==> src/hw/rtl/icdf_pkg.sv <==
// ----------------------------------------------------------------------------
// icdf_pkg
// shared widths, codes and state type of the inverse cdf table sampler
// ----------------------------------------------------------------------------
package icdf_pkg;

  // payload widths
  localparam int CmdW      = 1;
  localparam int IndexW    = 10;
  localparam int ValueW    = 17;
  localparam int FracW     = 16;
  localparam int RadiusW   = 26;
  localparam int StatusW   = 2;
  localparam int BinWidthW = 16;

  // defaults and limits
  localparam int unsigned TableBinsDflt = 1024;
  localparam logic [BinWidthW-1:0] BinWidthRst = 16'd256;
  localparam logic [FracW-1:0]     FracMax     = 16'hFFFF;
  localparam longint unsigned      RadiusMax   = 64'd67108863;

  // command codes
  localparam logic [CmdW-1:0] CmdLoad  = 1'b0;
  localparam logic [CmdW-1:0] CmdQuery = 1'b1;

  // status codes
  localparam logic [StatusW-1:0] StatusOk   = 2'd0;
  localparam logic [StatusW-1:0] StatusLoad = 2'd1;
  localparam logic [StatusW-1:0] StatusFlat = 2'd2;

  // sequencer states
  typedef enum logic [2:0] {
    StIdle,
    StSearch,
    StLower,
    StUpper,
    StDiv,
    StMul,
    StFinish
  } state_e;

endpackage

==> src/hw/rtl/icdf_div.sv <==
// ----------------------------------------------------------------------------
// icdf_div
// restoring divider for the in-bin fraction, one quotient bit per cycle
// ----------------------------------------------------------------------------
module icdf_div (
  input  logic                        clk_i,
  input  logic                        rst_ni,
  input  logic                        start_i,
  input  logic [icdf_pkg::ValueW-1:0] num_i,
  input  logic [icdf_pkg::ValueW-1:0] den_i,
  output logic                        done_o,
  output logic [icdf_pkg::FracW-1:0]  quot_o
);

  localparam int ValueW = icdf_pkg::ValueW;
  localparam int FracW  = icdf_pkg::FracW;
  localparam int CntW   = $clog2(FracW);

  logic              busy_q;
  logic              done_q;
  logic [CntW-1:0]   cnt_q;
  logic [ValueW:0]   rem_q;
  logic [ValueW-1:0] den_q;
  logic [FracW-1:0]  quot_q;
  logic [ValueW:0]   rem_sh;
  logic [ValueW:0]   rem_diff;
  logic              q_bit;

  // shift and trial subtract; remainder stays below the divisor
  assign rem_sh   = {rem_q[ValueW-1:0], 1'b0};
  assign rem_diff = rem_sh - {1'b0, den_q};
  assign q_bit    = (rem_sh >= {1'b0, den_q});

  // control
  always_ff @(posedge clk_i or negedge rst_ni) begin
    if (!rst_ni) begin
      busy_q <= 1'b0;
      done_q <= 1'b0;
      cnt_q  <= '0;
    end else begin
      done_q <= 1'b0;
      if (start_i) begin
        busy_q <= 1'b1;
        cnt_q  <= '0;
      end else if (busy_q) begin
        cnt_q <= cnt_q + CntW'(1);
        if (cnt_q == CntW'(FracW - 1)) begin
          busy_q <= 1'b0;
          done_q <= 1'b1;
        end
      end
    end
  end

  // datapath
  always_ff @(posedge clk_i) begin
    if (start_i) begin
      rem_q  <= {1'b0, num_i};
      den_q  <= den_i;
      quot_q <= '0;
    end else if (busy_q) begin
      rem_q  <= q_bit ? rem_diff : rem_sh;
      quot_q <= {quot_q[FracW-2:0], q_bit};
    end
  end

  assign done_o = done_q;
  assign quot_o = quot_q;

endmodule
==> config.mk <==
export PLATFORM = sky130hd
export DESIGN_NAME = icdf_div
export DESIGN_NICKNAME = d
export VERILOG_FILES = /design/src/hw/rtl/icdf_pkg.sv /design/src/hw/rtl/icdf_div.sv
export SDC_FILE = /design/constraint.sdc
export NUM_CORES = 1
export LEC_CHECK = 0
export BUFFER_PORTS_ARGS = -buffer_cell sky130_fd_sc_hd__buf_2
export CELL_PAD_IN_SITES_DETAIL_PLACEMENT = 1
export CELL_PAD_IN_SITES_GLOBAL_PLACEMENT = 1
export CORE_MARGIN = 2
export CORE_UTILIZATION = 43
export DETAILED_ROUTE_END_ITERATION = 8
export PLACE_DENSITY = 0.91
export SYNTH_ARGS = -nofsm -noshare
export SYNTH_HDL_FRONTEND = slang
export SYNTH_SLANG_ARGS = --single-unit
==> constraint.sdc <==
create_clock -name clk_i -period 3.17 [get_ports clk_i]
set_input_delay 0.317 -clock clk_i [delete_from_list [all_inputs] [get_ports clk_i]]
set_output_delay 0.317 -clock clk_i [all_outputs]
set_load 0.005 [all_outputs]
* After elaboration in Yosys (flattened, before gate mapping) *
Cells that the tools add are included.

storage, ports and cells
  register bits after elaboration = 56
  input port bits = 37

cells by class
  add/subtract/negate cells = 2
  magnitude comparators = 1
  equality and inequality tests = 1
  muxes and demuxes = 11
  reduce and logical (&&, ||, !) cells = 1

operator list
  operator             number
  $mux 17              3
  $ge 18x17->1         1
  $sub 17x17->17       1
  $mux 4               2
  $mux 1               6
  $add 4x1->4 const B  1
  $eq 4x4->1 const B   1
  $reduce_bool 2->1    1

* Depth between registers and ports, before layout *
  word-level depth = 4
  gate-level depth with buffers = 11

* Least setup slack after synthesis *
Ideal clock, no wire load.

  kind = flip-flop to flip-flop
  start point = register rem_q[0]
  end point = register rem_q[9], data pin
  setup time = 260 ps
  data arrival time = 2,222 ps
  required time = 2,910 ps
  setup slack = 688 ps
  cell stages (with the launch flop) = 10
  buffers on the path = 0
  clock period less this slack = 2,482 ps
  cells stage by stage = edfxtp_1 > inv_1 > fa_1 > nand2b_1 > a21o_1 > a21oi_1 > o21a_1 > or2_4 > mux2_4 > mux2_2

on the way
  longest elaborated chain between the ends = 4

RTL lines
  item                                                   line                            text
  start, declared                                        icdf_div.sv:22                  logic [ValueW:0] rem_q;
  start signal, assigned                                 icdf_div.sv:58                  rem_q <= {1'b0, num_i};
  start signal, assigned                                 icdf_div.sv:62                  rem_q <= q_bit ? rem_diff : rem_sh;
  $sub 17x17->17 / $ge 18x17->1 (equally long branches)  icdf_div.sv:31, icdf_div.sv:32
  $mux 17 (*)                                            icdf_div.sv:62
  $mux 17 (*)                                            icdf_div.sv:61                  end else if (busy_q) begin
  $mux 17 (*)                                            icdf_div.sv:57                  if (start_i) begin

Every way passes the cells marked *; elsewhere a longest branch is shown, timed or not. The select of a mux whose other input is x is not followed.
A chain may end at the register's enable or synchronous reset.

* Final worst setup path *
  start point = register rem_q[12]
  end point = register rem_q[9], data pin

on the way
  longest elaborated chain between the ends = 4

RTL lines
  item          line            text
  $ge 18x17->1  icdf_div.sv:32  assign q_bit = (rem_sh >= {1'b0, den_q});
  $mux 17       icdf_div.sv:62
  $mux 17       icdf_div.sv:61
  $mux 17       icdf_div.sv:57

No other way between the ends. The select of a mux whose other input is x is not followed.

==> impl_metrics.json <==
{
  "status": "completed",
  "drc": 0,
  "slew_viol_final": 0,
  "synth_top_family_by_area": "simple AND/OR/NAND/NOR gates",
  "cp.arrival_ps": 2830,
  "ctsHoldBuffers": 1,
  "synth_top_area_cell": "edfxtp_1",
  "syn_area_per_cell_sq_um": 10.1,
  "post_cts_resized": 0,
  "finalSetupTns_ps": 0,
  "fmax_ghz": 0.365,
  "synthSimpleGateAreaFrac_pct": 15.6,
  "antenna_cells": 0,
  "crit_path_start_kind": "register",
  "synth_area_leaders": "edfxtp_1 32%, dfxtp_1 10%, ha_1 7.1%",
  "yosysUniqueCellTypes": 50,
  "critPathRequiredTime_ps": 3260,
  "synthXorXnorAreaFrac_pct": 4.12,
  "syn-num-nets": 373,
  "cts_made_buffers": 5,
  "insertion_delay_ps": 330,
  "vdd.ir_drop.worst_mv": 0.299,
  "cts_setup_buffers": 0,
  "power.density_nw_per_um2": 806,
  "cp_cell_sequence": "ha_1 > nand2_1 > o21ai_0 > nand2_1 > o21ai_0 > or2_4 > mux2_4 > mux2_2",
  "final-setup-viol-count": 0,
  "dieArea_sq_um": 8130,
  "design.core.area_sq_um": 7210,
  "synthFlopType": "edfxtp_1",
  "p_total_mw": 2.95,
  "fin_skew_ps": 10.0,
  "first_pass_iters": 4,
  "h-tree-depth": 2,
  "place_congestion": 0.834,
  "leakagePower_nw": 1.68,
  "rsz0062_at_grt": "false",
  "synth_fa_ha_area_share_pct": 7.69,
  "async_reset_ff_share_pct": 10.7,
  "critPathKind": "register to register",
  "wl_per_cell_um": 16.5,
  "max_cap_violations": 0,
  "cts_sinks": 56,
  "muxShareOfSynthArea_pct": 6.51,
  "yosysTopAreaCellShare_pct": 32.0,
  "cp_max_fo": 12,
  "slowest_stage": "ha_1",
  "dp_hpwl_um": 5820,
  "viasPerCell": 5.40,
  "synth_warnings": 0,
  "synth_edf_count": 34,
  "min_period_over_period_pct": 86.4,
  "synth_seq_area_share_pct": 46.7,
  "start_util_pct": 44.2,
  "tightest_slew_ps": 478,
  "cts_root_buf": "clkbuf_8",
  "grt_pass1_vias": 2630,
  "io_buffers": 53,
  "rows": 31,
  "syn_inst": 317,
  "synth_compound_area_share_pct": 15.0,
  "end_kind": "register",
  "cts_tree": "yes",
  "seq_area_sq_um": 1490,
  "final_area_sq_um": 3650,
  "fin_nets": 425,
  "min_period_ps": 2740,
  "die_w_um": 90.1,
  "ys_ff_latch": 56,
  "slew-limit-headroom_pct": 68.1,
  "grt-ovfl-total": 0,
  "syn_to_final_growth_pct": 14.5,
  "fin_cells": 469,
  "clockBufferDepth": 2,
  "antenna_found_initial": 0,
  "dpl_cell_area_sq_um": 3550,
  "placedCellCount": 460,
  "drive_gt1_share_pct": 20.3,
  "slowest_delay_ps": 500,
  "ant_nets": 0,
  "dr.first_iter.drc_count": 72,
  "vias": 2531,
  "wl_um": 7760,
  "grt_max_degree": 37,
  "hp-class": "primary input to register",
  "pin_count": 54,
  "hold_viol": 0,
  "grt_pass1_wl_um": 12600,
  "die_h_um": 90.1,
  "clk_pin_slew_worst_paths_ps": 120,
  "multi_input_area_sq_um": 1560,
  "fillers": 853,
  "syn_area_sq_um": 3190,
  "grt_usage_pct": 19.2
}
==> cell usage after synthesis (2+ instances only) <==
cell type	count
a211oi_1	3
a21o_1	4
a21oi_1	23
a221o_1	5
a31oi_1	3
and3_1	2
buf_1	3
buf_2	2
clkbuf_1	7
dfrtp_1	6
dfxtp_1	16
edfxtp_1	34
ha_1	18
inv_1	19
mux2_2	2
mux2i_1	17
nand2_1	27
nand2b_1	6
nand3_1	3
nand3b_1	7
nand4_1	3
nor2_1	31
nor2b_1	6
nor3_1	8
nor3b_1	2
o211ai_1	3
o21ai_0	15
o311ai_0	6
o31ai_1	2
xnor2_1	6
xor2_1	9
==> per-layer routing <==
| layer | part of all wire, % | vias to the layer above | track usage (%) |
|---|---|---|---|
| met5 | 0 | - | 0 |
| met1 | 44 | 1212 | 23.4 |
| met2 | 49 | 56 | 34.0 |
| li1 | - | 1249 | - |
| met4 | 1.5 | 0 | 5.13 |
| met3 | 5.0 | 14 | 4.69 |
==> layout make-up <==
class                           instances  area share, %
Multi-Input combinational cell        228           42.7
Clock buffer                            5           1.88
Timing Repair Buffer                   59           8.56
Clock inverter                          3          0.651
Tap cell                               99           3.39
Inverter                               19           1.95
Sequential cell                        56           40.8
==> flip-flops by register name, indices dropped and copies added (netlist names) <==
| name | cells |
|---|---|
| busy_q | 1 |
| cnt_q | 4 |
| den_q | 17 |
| done_o | 1 |
| quot_o | 16 |
| rem_q | 17 |
==> cells by family after synthesis <==
| family | after synthesis |
|---|---|
| AOI/OAI and AO/OA | 72 |
| xor gates and xnor gates | 15 |
| buffers and inverters | 33 |
| muxes | 20 |
| DFF | 56 |
| adders and majority gates | 19 |
| and+or+nand+nor | 102 |
==> worst paths after layout <==
path                       cells past startpoint    endpoint  slack, ps       start
hold reg to reg                                2  quot_o[15]        520  quot_o[15]
min in group asynchronous                      2      busy_q        330      rst_ni
setup / recovery                               8    rem_q[9]        430   rem_q[12]
hold / removal                                 1   den_q[15]        150   den_i[15]
setup reg to reg                               8    rem_q[9]        430   rem_q[12]
max in group asynchronous                      2    cnt_q[3]       2700      rst_ni
==> worst max-delay path: cells and delay by family (launching register included) <==
kind,cells,cell delay [ps]
compound gates,2,600
mux,2,540
fa+ha+maj,1,500
simple gates,3,440
flops,1,410
==> stage by stage <==
stage                     util [%]  hold slack [ps]  setup slack (ps)
after CTS                     50.6              148               440
after global routing          50.6              146               234
after global placement        49.2              144               564
after detailed placement      49.2              148               513
after floorplan                  -             21.4               688
final                         50.6              154               430
==> where the power goes <==
| part | total [mW] | internal, mW | switching (mW) |
|---|---|---|---|
| combinational | 1.47 | 0.613 | 0.857 |
| sequential | 1.04 | 0.954 | 0.0879 |
| clock | 0.434 | 0.163 | 0.271 |
| total | 2.95 | 1.73 | 1.22 |
==> layout by cell type, fill, tap and decap left out, drive strengths merged, types with 6 or more instances in the layout <==
master,instances
edfxtp,34
o21ai,16
nor2b,6
o311ai,6
nor3,8
ha,18
nand3b,7
dfrtp,6
a21oi,25
xnor2,6
nand2,27
nor2,32
mux2i,17
inv,22
xor2,9
nand2b,6
dfxtp,16
buf,58
Power figures use the tool's default switching activity.
